===== src/rtl/core/spinor_pkg.sv =====
// ----------------------------------------------------------------------------
// spinor_pkg
// Types, codes and the word generator shared by the sequencer modules.
// ----------------------------------------------------------------------------
package spinor_pkg;

  localparam int PAGE_BYTES_DEF   = 256;
  localparam int SECTOR_BYTES_DEF = 4096;
  localparam int ADDR_BITS_DEF    = 24;
  localparam int QUEUE_DEPTH      = 4;
  localparam logic [15:0] POLL_LIMIT_RST = 16'd500;

  // input commands
  localparam logic [2:0] CMD_READ   = 3'd0;
  localparam logic [2:0] CMD_WRITE  = 3'd1;
  localparam logic [2:0] CMD_ERASE  = 3'd2;
  localparam logic [2:0] CMD_DATA   = 3'd3;
  localparam logic [2:0] CMD_STATUS = 3'd4;

  // result status codes
  localparam logic [2:0] ST_BUSY       = 3'd0;
  localparam logic [2:0] ST_DONE       = 3'd1;
  localparam logic [2:0] ST_MISALIGNED = 3'd2;
  localparam logic [2:0] ST_TIMEOUT    = 3'd3;
  localparam logic [2:0] ST_UNEXPECTED = 3'd4;

  // flash opcodes
  localparam logic [7:0] OPC_READ  = 8'h03;
  localparam logic [7:0] OPC_PROG  = 8'h02;
  localparam logic [7:0] OPC_ERASE = 8'h20;
  localparam logic [7:0] OPC_WREN  = 8'h06;
  localparam logic [7:0] OPC_RDSR  = 8'h05;
  localparam logic [7:0] OPC_DUMMY = 8'hff;

  // word sequences queued between front and back
  localparam logic [2:0] JOB_READ      = 3'd0;
  localparam logic [2:0] JOB_PAGE      = 3'd1;
  localparam logic [2:0] JOB_DATA      = 3'd2;
  localparam logic [2:0] JOB_DATA_POLL = 3'd3;
  localparam logic [2:0] JOB_POLL      = 3'd4;
  localparam logic [2:0] JOB_ERASE     = 3'd5;
  localparam logic [2:0] JOB_STATUS    = 3'd6;

  typedef struct packed {
    logic [2:0]  kind;
    logic [23:0] addr;
    logic [7:0]  data_byte;
    logic [2:0]  status;
  } job_t;

  typedef struct packed {
    logic [7:0] spi_byte;
    logic       byte_valid;
    logic       await_status;
    logic [2:0] status;
    logic       last;
  } word_t;

  function automatic word_t mk_word(logic [7:0] b, logic aw, logic [2:0] st, logic lst);
    word_t w;
    w.spi_byte     = b;
    w.byte_valid   = 1'b1;
    w.await_status = aw;
    w.status       = st;
    w.last         = lst;
    return w;
  endfunction

  function automatic word_t job_word(job_t j, logic [2:0] step);
    word_t w;
    w = mk_word(8'h00, 1'b0, ST_BUSY, 1'b1);
    unique case (j.kind)
      JOB_READ: begin
        unique case (step)
          3'd0:    w = mk_word(OPC_READ, 1'b0, ST_BUSY, 1'b0);
          3'd1:    w = mk_word(j.addr[23:16], 1'b0, ST_BUSY, 1'b0);
          3'd2:    w = mk_word(j.addr[15:8], 1'b0, ST_BUSY, 1'b0);
          default: w = mk_word(j.addr[7:0], 1'b0, ST_DONE, 1'b1);
        endcase
      end
      JOB_PAGE: begin
        unique case (step)
          3'd0:    w = mk_word(OPC_WREN, 1'b0, ST_BUSY, 1'b0);
          3'd1:    w = mk_word(OPC_PROG, 1'b0, ST_BUSY, 1'b0);
          3'd2:    w = mk_word(j.addr[23:16], 1'b0, ST_BUSY, 1'b0);
          3'd3:    w = mk_word(j.addr[15:8], 1'b0, ST_BUSY, 1'b0);
          default: w = mk_word(j.addr[7:0], 1'b0, ST_BUSY, 1'b1);
        endcase
      end
      JOB_DATA: w = mk_word(j.data_byte, 1'b0, ST_BUSY, 1'b1);
      JOB_DATA_POLL: begin
        unique case (step)
          3'd0:    w = mk_word(j.data_byte, 1'b0, ST_BUSY, 1'b0);
          3'd1:    w = mk_word(OPC_RDSR, 1'b0, ST_BUSY, 1'b0);
          default: w = mk_word(OPC_DUMMY, 1'b1, ST_BUSY, 1'b1);
        endcase
      end
      JOB_POLL: begin
        unique case (step)
          3'd0:    w = mk_word(OPC_RDSR, 1'b0, ST_BUSY, 1'b0);
          default: w = mk_word(OPC_DUMMY, 1'b1, ST_BUSY, 1'b1);
        endcase
      end
      JOB_ERASE: begin
        unique case (step)
          3'd0:    w = mk_word(OPC_WREN, 1'b0, ST_BUSY, 1'b0);
          3'd1:    w = mk_word(OPC_ERASE, 1'b0, ST_BUSY, 1'b0);
          3'd2:    w = mk_word(j.addr[23:16], 1'b0, ST_BUSY, 1'b0);
          3'd3:    w = mk_word(j.addr[15:8], 1'b0, ST_BUSY, 1'b0);
          3'd4:    w = mk_word(j.addr[7:0], 1'b0, ST_BUSY, 1'b0);
          3'd5:    w = mk_word(OPC_RDSR, 1'b0, ST_BUSY, 1'b0);
          default: w = mk_word(OPC_DUMMY, 1'b1, ST_BUSY, 1'b1);
        endcase
      end
      default: begin
        w.spi_byte     = 8'h00;
        w.byte_valid   = 1'b0;
        w.await_status = 1'b0;
        w.status       = j.status;
        w.last         = 1'b1;
      end
    endcase
    return w;
  endfunction

endpackage


===== src/rtl/core/spinor_queue.sv =====
// ----------------------------------------------------------------------------
// spinor_queue
// Small job queue between the classifier and the word generator.
// ----------------------------------------------------------------------------
module spinor_queue (
  input  logic              clk,
  input  logic              rst,
  input  logic              push,
  input  spinor_pkg::job_t  push_job,
  output logic              full,
  input  logic              pop,
  output logic              empty,
  output spinor_pkg::job_t  head
);
  import spinor_pkg::*;

  localparam int PW = $clog2(QUEUE_DEPTH);

  job_t           mem [QUEUE_DEPTH];
  logic [PW-1:0]  wr_ptr;
  logic [PW-1:0]  rd_ptr;
  logic [PW:0]    count;

  assign full  = (count == (PW+1)'(QUEUE_DEPTH));
  assign empty = (count == '0);
  assign head  = mem[rd_ptr];

  always_ff @(posedge clk) begin
    if (push && !full) begin
      mem[wr_ptr] <= push_job;
    end
  end

  always_ff @(posedge clk) begin
    if (rst) begin
      wr_ptr <= '0;
      rd_ptr <= '0;
      count  <= '0;
    end else begin
      if (push && !full) wr_ptr <= wr_ptr + 1'b1;
      if (pop && !empty) rd_ptr <= rd_ptr + 1'b1;
      unique case ({push && !full, pop && !empty})
        2'b10:   count <= count + 1'b1;
        2'b01:   count <= count - 1'b1;
        default: count <= count;
      endcase
    end
  end

endmodule


===== src/rtl/core/spinor_front.sv =====
// ----------------------------------------------------------------------------
// spinor_front
// Accepts input words, tracks the flash operation and queues word jobs.
// ----------------------------------------------------------------------------
module spinor_front #(
  parameter int PAGE_BYTES   = spinor_pkg::PAGE_BYTES_DEF,
  parameter int SECTOR_BYTES = spinor_pkg::SECTOR_BYTES_DEF,
  parameter int ADDR_BITS    = spinor_pkg::ADDR_BITS_DEF
) (
  input  logic              clk,
  input  logic              rst,
  input  logic              cfg_we,
  input  logic [15:0]       cfg_wdata,
  input  logic              in_valid,
  output logic              in_ready,
  input  logic [2:0]        command,
  input  logic [23:0]       address,
  input  logic [23:0]       length,
  input  logic [7:0]        data_byte,
  output logic              push,
  output spinor_pkg::job_t  push_job,
  input  logic              full
);
  import spinor_pkg::*;

  // page and sector sizes are powers of two
  localparam int PAGE_W = $clog2(PAGE_BYTES) + 1;
  localparam logic [31:0] PAGE_MASK = 32'(PAGE_BYTES - 1);
  localparam logic [31:0] SEC_MASK  = 32'(SECTOR_BYTES - 1);

  localparam logic [1:0] PH_IDLE = 2'd0;
  localparam logic [1:0] PH_DATA = 2'd1;
  localparam logic [1:0] PH_POLL = 2'd2;

  localparam logic [1:0] OP_NONE  = 2'd0;
  localparam logic [1:0] OP_WRITE = 2'd1;
  localparam logic [1:0] OP_ERASE = 2'd2;

  logic [15:0]          poll_limit;
  logic [1:0]           phase, phase_next;
  logic [1:0]           operation, operation_next;
  logic [ADDR_BITS-1:0] cur_addr, cur_addr_next;
  logic [23:0]          remaining, remaining_next;
  logic [PAGE_W-1:0]    page_left, page_left_next;
  logic [15:0]          polls_left, polls_left_next;

  logic [ADDR_BITS-1:0] addr_m;
  logic [31:0]          addr_w;
  logic [PAGE_W-1:0]    room;
  logic [15:0]          limit_eff;
  logic [15:0]          polls_dec;
  logic [23:0]          rem_sec;
  logic [ADDR_BITS-1:0] next_sector;
  job_t                 job;

  assign in_ready = !full && !rst;
  assign push     = in_valid && in_ready;
  assign push_job = job;

  assign addr_m      = ADDR_BITS'(address);
  assign addr_w      = 32'(addr_m);
  assign room        = PAGE_W'(PAGE_BYTES) - PAGE_W'(addr_w & PAGE_MASK);
  assign limit_eff   = (poll_limit == 16'd0) ? 16'd1 : poll_limit;
  assign polls_dec   = (polls_left == 16'd0) ? 16'd0 : polls_left - 16'd1;
  assign rem_sec     = (32'(remaining) >= 32'(SECTOR_BYTES)) ?
                       24'(32'(remaining) - 32'(SECTOR_BYTES)) : 24'd0;
  assign next_sector = cur_addr + ADDR_BITS'(SECTOR_BYTES);

  always_comb begin
    phase_next      = phase;
    operation_next  = operation;
    cur_addr_next   = cur_addr;
    remaining_next  = remaining;
    page_left_next  = page_left;
    polls_left_next = polls_left;
    job.kind        = JOB_STATUS;
    job.addr        = 24'(cur_addr);
    job.data_byte   = data_byte;
    job.status      = ST_UNEXPECTED;
    priority if (phase == PH_IDLE && command == CMD_READ) begin
      job.kind = JOB_READ;
      job.addr = 24'(addr_m);
    end else if (phase == PH_IDLE && command == CMD_WRITE) begin
      if (length == 24'd0) begin
        job.status     = ST_DONE;
        operation_next = OP_NONE;
      end else begin
        job.kind       = JOB_PAGE;
        job.addr       = 24'(addr_m);
        operation_next = OP_WRITE;
        cur_addr_next  = addr_m;
        remaining_next = length;
        page_left_next = (length < 24'(room)) ? length[PAGE_W-1:0] : room;
        phase_next     = PH_DATA;
      end
    end else if (phase == PH_IDLE && command == CMD_ERASE) begin
      if ((addr_w & SEC_MASK) != 32'd0 || (32'(length) & SEC_MASK) != 32'd0) begin
        job.status     = ST_MISALIGNED;
        operation_next = OP_NONE;
      end else if (length == 24'd0) begin
        job.status     = ST_DONE;
        operation_next = OP_NONE;
      end else begin
        job.kind        = JOB_ERASE;
        job.addr        = 24'(addr_m);
        operation_next  = OP_ERASE;
        cur_addr_next   = addr_m;
        remaining_next  = length;
        polls_left_next = limit_eff;
        phase_next      = PH_POLL;
      end
    end else if (phase == PH_DATA && command == CMD_DATA) begin
      page_left_next = page_left - 1'b1;
      remaining_next = remaining - 24'd1;
      cur_addr_next  = cur_addr + 1'b1;
      if (page_left == PAGE_W'(1)) begin
        job.kind        = JOB_DATA_POLL;
        polls_left_next = limit_eff;
        phase_next      = PH_POLL;
      end else begin
        job.kind = JOB_DATA;
      end
    end else if (phase == PH_POLL && command == CMD_STATUS) begin
      if (data_byte[0]) begin
        polls_left_next = polls_dec;
        if (polls_dec == 16'd0) begin
          job.status     = ST_TIMEOUT;
          phase_next     = PH_IDLE;
          operation_next = OP_NONE;
        end else begin
          job.kind = JOB_POLL;
        end
      end else if (operation == OP_WRITE && remaining != 24'd0) begin
        job.kind       = JOB_PAGE;
        page_left_next = (32'(remaining) < 32'(PAGE_BYTES)) ?
                         remaining[PAGE_W-1:0] : PAGE_W'(PAGE_BYTES);
        phase_next     = PH_DATA;
      end else if (operation == OP_ERASE && rem_sec != 24'd0) begin
        job.kind        = JOB_ERASE;
        job.addr        = 24'(next_sector);
        cur_addr_next   = next_sector;
        remaining_next  = rem_sec;
        polls_left_next = limit_eff;
      end else begin
        if (operation == OP_ERASE) begin
          cur_addr_next  = next_sector;
          remaining_next = rem_sec;
        end
        job.status     = ST_DONE;
        phase_next     = PH_IDLE;
        operation_next = OP_NONE;
      end
    end else begin
      job.status = ST_UNEXPECTED;
    end
  end

  always_ff @(posedge clk) begin
    if (rst) begin
      poll_limit <= POLL_LIMIT_RST;
      phase      <= PH_IDLE;
      operation  <= OP_NONE;
      cur_addr   <= '0;
      remaining  <= '0;
      page_left  <= '0;
      polls_left <= '0;
    end else begin
      if (cfg_we) poll_limit <= cfg_wdata;
      if (push) begin
        phase      <= phase_next;
        operation  <= operation_next;
        cur_addr   <= cur_addr_next;
        remaining  <= remaining_next;
        page_left  <= page_left_next;
        polls_left <= polls_left_next;
      end
    end
  end

endmodule


===== src/rtl/core/spinor_back.sv =====
// ----------------------------------------------------------------------------
// spinor_back
// Expands queued jobs into SPI words, one word per cycle while out_ready is high.
// ----------------------------------------------------------------------------
module spinor_back (
  input  logic              clk,
  input  logic              rst,
  input  logic              empty,
  input  spinor_pkg::job_t  head,
  output logic              pop,
  output logic              out_valid,
  input  logic              out_ready,
  output spinor_pkg::word_t out_word
);
  import spinor_pkg::*;

  logic       busy;
  job_t       job;
  logic [2:0] step;
  logic       take;

  assign out_valid = busy;
  assign out_word  = job_word(job, step);
  assign take      = !busy || (out_ready && out_word.last);
  assign pop       = take && !empty;

  always_ff @(posedge clk) begin
    if (pop) job <= head;
  end

  always_ff @(posedge clk) begin
    if (rst) begin
      busy <= 1'b0;
      step <= '0;
    end else if (take) begin
      busy <= !empty;
      step <= '0;
    end else if (out_ready) begin
      step <= step + 1'b1;
    end
  end

endmodule


===== src/rtl/core/spi_nor_flash_command_sequencer.sv =====
// ----------------------------------------------------------------------------
// spi_nor_flash_command_sequencer
// Turns read, write and erase requests into SPI byte words for a NOR flash.
// ----------------------------------------------------------------------------
// Each input word is classified combinationally and leaves a job in a four-entry
// queue; the word generator then emits that job's 1 to 7 output words, one per
// clock while m_axis_tready is high. An input word is taken every cycle while
// the queue has room, so sustained throughput is set by the number of output
// words per input (1 for a data byte, 3 for the data byte that closes a page,
// 4 for a read, up to 7 for an erase). s_axis_tready is low during reset.
// command travels on s_axis_tuser; the final word of each input carries tlast.
module spi_nor_flash_command_sequencer #(
  parameter int PAGE_BYTES   = spinor_pkg::PAGE_BYTES_DEF,
  parameter int SECTOR_BYTES = spinor_pkg::SECTOR_BYTES_DEF,
  parameter int ADDR_BITS    = spinor_pkg::ADDR_BITS_DEF
) (
  input  logic        clk,
  input  logic        rst,
  input  logic        cfg_we,
  input  logic [15:0] cfg_wdata,     // poll_limit
  input  logic        s_axis_tvalid,
  output logic        s_axis_tready,
  input  logic [55:0] s_axis_tdata,  // address[23:0], length[47:24], data_byte[55:48]
  input  logic [2:0]  s_axis_tuser,  // command[2:0]
  output logic        m_axis_tvalid,
  input  logic        m_axis_tready,
  output logic [15:0] m_axis_tdata,  // spi_byte[7:0], byte_valid[8], await_status[9],
                                     // status[12:10], zero[15:13]
  output logic        m_axis_tlast
);
  import spinor_pkg::*;

  logic  push, full, pop, empty;
  job_t  push_job, head;
  word_t word;

  spinor_front #(
    .PAGE_BYTES   (PAGE_BYTES),
    .SECTOR_BYTES (SECTOR_BYTES),
    .ADDR_BITS    (ADDR_BITS)
  ) u_front (
    .clk       (clk),
    .rst       (rst),
    .cfg_we    (cfg_we),
    .cfg_wdata (cfg_wdata),
    .in_valid  (s_axis_tvalid),
    .in_ready  (s_axis_tready),
    .command   (s_axis_tuser),
    .address   (s_axis_tdata[23:0]),
    .length    (s_axis_tdata[47:24]),
    .data_byte (s_axis_tdata[55:48]),
    .push      (push),
    .push_job  (push_job),
    .full      (full)
  );

  spinor_queue u_queue (
    .clk      (clk),
    .rst      (rst),
    .push     (push),
    .push_job (push_job),
    .full     (full),
    .pop      (pop),
    .empty    (empty),
    .head     (head)
  );

  spinor_back u_back (
    .clk       (clk),
    .rst       (rst),
    .empty     (empty),
    .head      (head),
    .pop       (pop),
    .out_valid (m_axis_tvalid),
    .out_ready (m_axis_tready),
    .out_word  (word)
  );

  assign m_axis_tdata = {3'b000, word.status, word.await_status, word.byte_valid,
                         word.spi_byte};
  assign m_axis_tlast = word.last;

endmodule


===== config.mk =====
export PLATFORM = sky130hd
export DESIGN_NAME = spi_nor_flash_command_sequencer
export DESIGN_NICKNAME = d
export VERILOG_FILES = /design/src/rtl/core/spinor_pkg.sv /design/src/rtl/core/spinor_queue.sv /design/src/rtl/core/spinor_front.sv /design/src/rtl/core/spinor_back.sv /design/src/rtl/core/spi_nor_flash_command_sequencer.sv
export SDC_FILE = /design/constraint.sdc
export NUM_CORES = 1
export LEC_CHECK = 0
export ABC_AREA = 1
export BUFFER_PORTS_ARGS = -buffer_cell sky130_fd_sc_hd__buf_2
export CAP_MARGIN = 20
export CORE_MARGIN = 4
export CORE_UTILIZATION = 60
export DETAILED_ROUTE_END_ITERATION = 12
export PLACE_DENSITY = 0.79
export SLEW_MARGIN = 0
export SYNTH_ARGS = -nofsm -noshare
export SYNTH_HDL_FRONTEND = slang
export SYNTH_SLANG_ARGS = --single-unit

===== constraint.sdc =====
create_clock -name clk -period 5.19 [get_ports clk]
set_input_delay 0.519 -clock clk [delete_from_list [all_inputs] [get_ports clk]]
set_output_delay 0.519 -clock clk [all_outputs]
set_load 0.005 [all_outputs]

==> results_dict.tcl <==
set metrics [dict create \
    synthMuxAreaShare 0 \
    die_w_um 175 \
    required_ns 5.64 \
    dr.pass1.iters 6 \
    synth_top_family_by_area "simple AND/OR/NAND/NOR gates" \
    seqCellArea_um2 7790 \
    cts.path.max_buffers 3 \
    vdd_drop_max_v 0.000267 \
    setup_tns_ns 0 \
    start_util 0.615 \
    ys_types 62 \
    cts.reportedPaths.clkPinSlew_ns 0.07 \
    slew_violations 0 \
    final_common_cell "nand2_1" \
    hp-start "cfg_wdata[2]" \
    cts_setup_buffers 0 \
    wl_per_cell_um 17.9 \
    drc 0 \
    worstSkewPairLatency_ns 0.56 \
    dp.cells 2482 \
    leakagePower_nw 7.42 \
    n_antenna_cell 0 \
    drv_cap 0 \
    die-area_um2 30500 \
    cts_htree_levels 1 \
    ys_ff_latch 294 \
    startpoint "u_back.step[0]" \
    setup_violations 0 \
    rows 60 \
    timing.rr.end "u_queue.count[2]" \
    min_path_type "input port to register" \
    drt-total-wl_um 45500 \
    async_flop_share 0 \
    grt_max_degree 79 \
    crit_fanout 12 \
    numCtsBuffers 30 \
    crit_chain "inv_1 > ha_1 > nand2_1 > nand2_2 > nor2_1 > inv_1 > nand2_1 > a21oi_1 > nand2_1 > nand2_1 > nand2_1 > inv_2 > or2_4 > inv_2 > ha_1 > inv_1 > fa_1 > a21oi_1 > o21ai_0 > o21ai_0 > a21oi_1" \
    grt_pass1_vias 14100 \
    period_share 0.693 \
    dp_hpwl_um 31400 \
    status "finished clean" \
    fillers 2197 \
    num_vias 15100 \
    synth_fa_ha_area_frac 0.0230 \
    hold_buffers 0 \
    cts_root_buffer "clkbuf_16" \
    cp-start-kind "register" \
    antenna_left 0 \
    die_y_um 175 \
    critPathArrivalTime_ns 4.05 \
    drt-initial-drc-count 1470 \
    drive_gt1_frac 0.123 \
    hold_path_end "u_front.poll_limit[2]" \
    rsz0062_at_grt "false" \
    gp_congestion 0.968 \
    timing.clock.skew_ns 0.0170 \
    core_um2 27100 \
    grt_first_pass_wirelength_um 71800 \
    grt_antenna_before_repair 0 \
    ff2ff_path_depth 21 \
    slowest_stage "fa_1" \
    syn-cell-area_um2 16700 \
    setup_ws_ns 1.59 \
    overflow 0 \
    cts_tree "done" \
    cts.sinks 294 \
    netlist_instances 2085 \
    yosys_warnings 0 \
    power_density_nw_per_um2 380 \
    port_buffers 95 \
    area_growth_pct 10.2 \
    crit_type "register to register" \
    pin_count 99 \
    worstMarginPinSlew_ns 1.00 \
    r2r-start "u_back.step[0]" \
    synth_edf_count 190 \
    nets 2252 \
    post_cts_resized 0 \
    yosys.area_share.simple 0.233 \
    synth_compound_area_frac 0.191 \
    slowest_delay_ns 0.43 \
    synth_flop_cell "edfxtp_1" \
    vias_per_cell 5.96 \
    synth_xor_area_frac 0.0126 \
    timing.final.hold_violations 0 \
    slew_headroom 0.330 \
    pre_cts_ws_ns 1.44 \
    fmax_mhz 278 \
    syn_area_per_cell_um2 7.99 \
    ys_seq_area_frac 0.467 \
    period_needed_ns 3.60 \
    hold_path_depth 3 \
    cp-end-kind "register" \
    crit_top_cell "nand2_1" \
    path_buf_inv 5 \
    cp_top_family "simple AND/OR/NAND/NOR gates" \
    final_cell_mix "nand2_1 (386), nor2_1 (272), o21ai_0 (254)" \
    grtUsageTotal 0.286 \
    final_cells 2538 \
    rrSetupSlack_ns 1.59 \
    multi_input_area_um2 7700 \
]
registers in the layout (all words and copies together) (netlist names):
name	flops
u_queue.mem	152
u_back.job	38
u_front.cur_addr	24
u_front.remaining	24
u_front.poll_limit	16
u_front.polls_left	16
u_front.page_left	9
u_back.step	3
u_queue.count	3
u_front.operation	2
u_front.phase	2
u_queue.rd_ptr	2
u_queue.wr_ptr	2
u_back.out_valid	1
tightest hold or removal path, delay by kind of cell:
kind	cells	cell delay (ns)
and+or+nand+nor	2	0.10
buffers and inverters	1	0.07
worst max path at each step:
| stage | endpoint | slack, ns | cells past startpoint |
|---|---|---|---|
| 2_1_floorplan | u_queue.count[2] | 1.52 | 25 |
| 3_3_place_gp | u_front.remaining[8] | 1.60 | 13 |
| 3_5_place_dp | u_queue.mem[1][18] | 1.44 | 14 |
| 4_1_cts | u_queue.count[2] | 1.62 | 25 |
| 5_1_grt | u_queue.count[2] | 1.24 | 25 |
| 6_report | u_queue.count[2] | 1.59 | 21 |
logic make-up after synthesis:
group / Yosys count
and+or+nand+nor: 877
AOI/OAI and AO/OA: 556
buffers and inverters: 303
DFF: 294
adders and majority gates: 30
xor gates and xnor gates: 24
other: 1
layer usage:
metal,vias up,GRT usage,wire length (um)
met5,-,0,0
met4,0,0.0953,1430
met3,107,0.0372,3610
met2,695,0.488,21800
met1,7049,0.381,18700
li1,7281,-,-
cell usage after synthesis, drive strengths merged (7+ instances only):
library cell | instances | area share
nand2 | 405 | 0.096
nor2 | 301 | 0.074
o21ai | 260 | 0.079
inv | 209 | 0.047
edfxtp | 190 | 0.34
a21oi | 145 | 0.046
nand3 | 106 | 0.036
dfxtp | 104 | 0.12
o22ai | 59 | 0.022
clkbuf | 58 | 0.013
buf | 33 | 0.012
ha | 29 | 0.022
o211ai | 28 | 0.013
nand4 | 25 | 0.012
nor3 | 24 | 0.0092
xor2 | 20 | 0.011
a211oi | 15 | 0.0068
nor4 | 9 | 0.0038
a221oi | 8 | 0.0042
a31oi | 7 | 0.0030
per-stage QoR:
stage	utilization	hold slack, ns	cell area (um^2)	power (mW)
global placement	0.641	0.449	17400	4.80
finish	0.678	0.176	18400	6.97
global route	0.678	0.174	18400	7.31
floorplan	-	0.439	16700	4.23
CTS	0.678	0.163	18400	6.98
detailed placement	0.641	0.459	17400	4.85
final cells by class:
type | count | area share
Inverter | 212 | 0.0433
Multi-Input combinational cell | 1490 | 0.420
Timing Repair Buffer | 114 | 0.0337
Sequential cell | 294 | 0.424
Clock buffer | 48 | 0.0497
Clock inverter | 8 | 0.00422
Tap cell | 372 | 0.0253
report_power, final:
| part | internal [mW] | switching [mW] | leakage (nW) | total (mW) |
|---|---|---|---|---|
| logic | 0.551 | 1.26 | 4.33 | 1.81 |
| clock network | 1.25 | 0.902 | 0.486 | 2.16 |
| registers | 2.87 | 0.140 | 2.60 | 3.01 |
| total | 4.67 | 2.30 | 7.42 | 6.97 |
(Power assumes the default switching activity.)
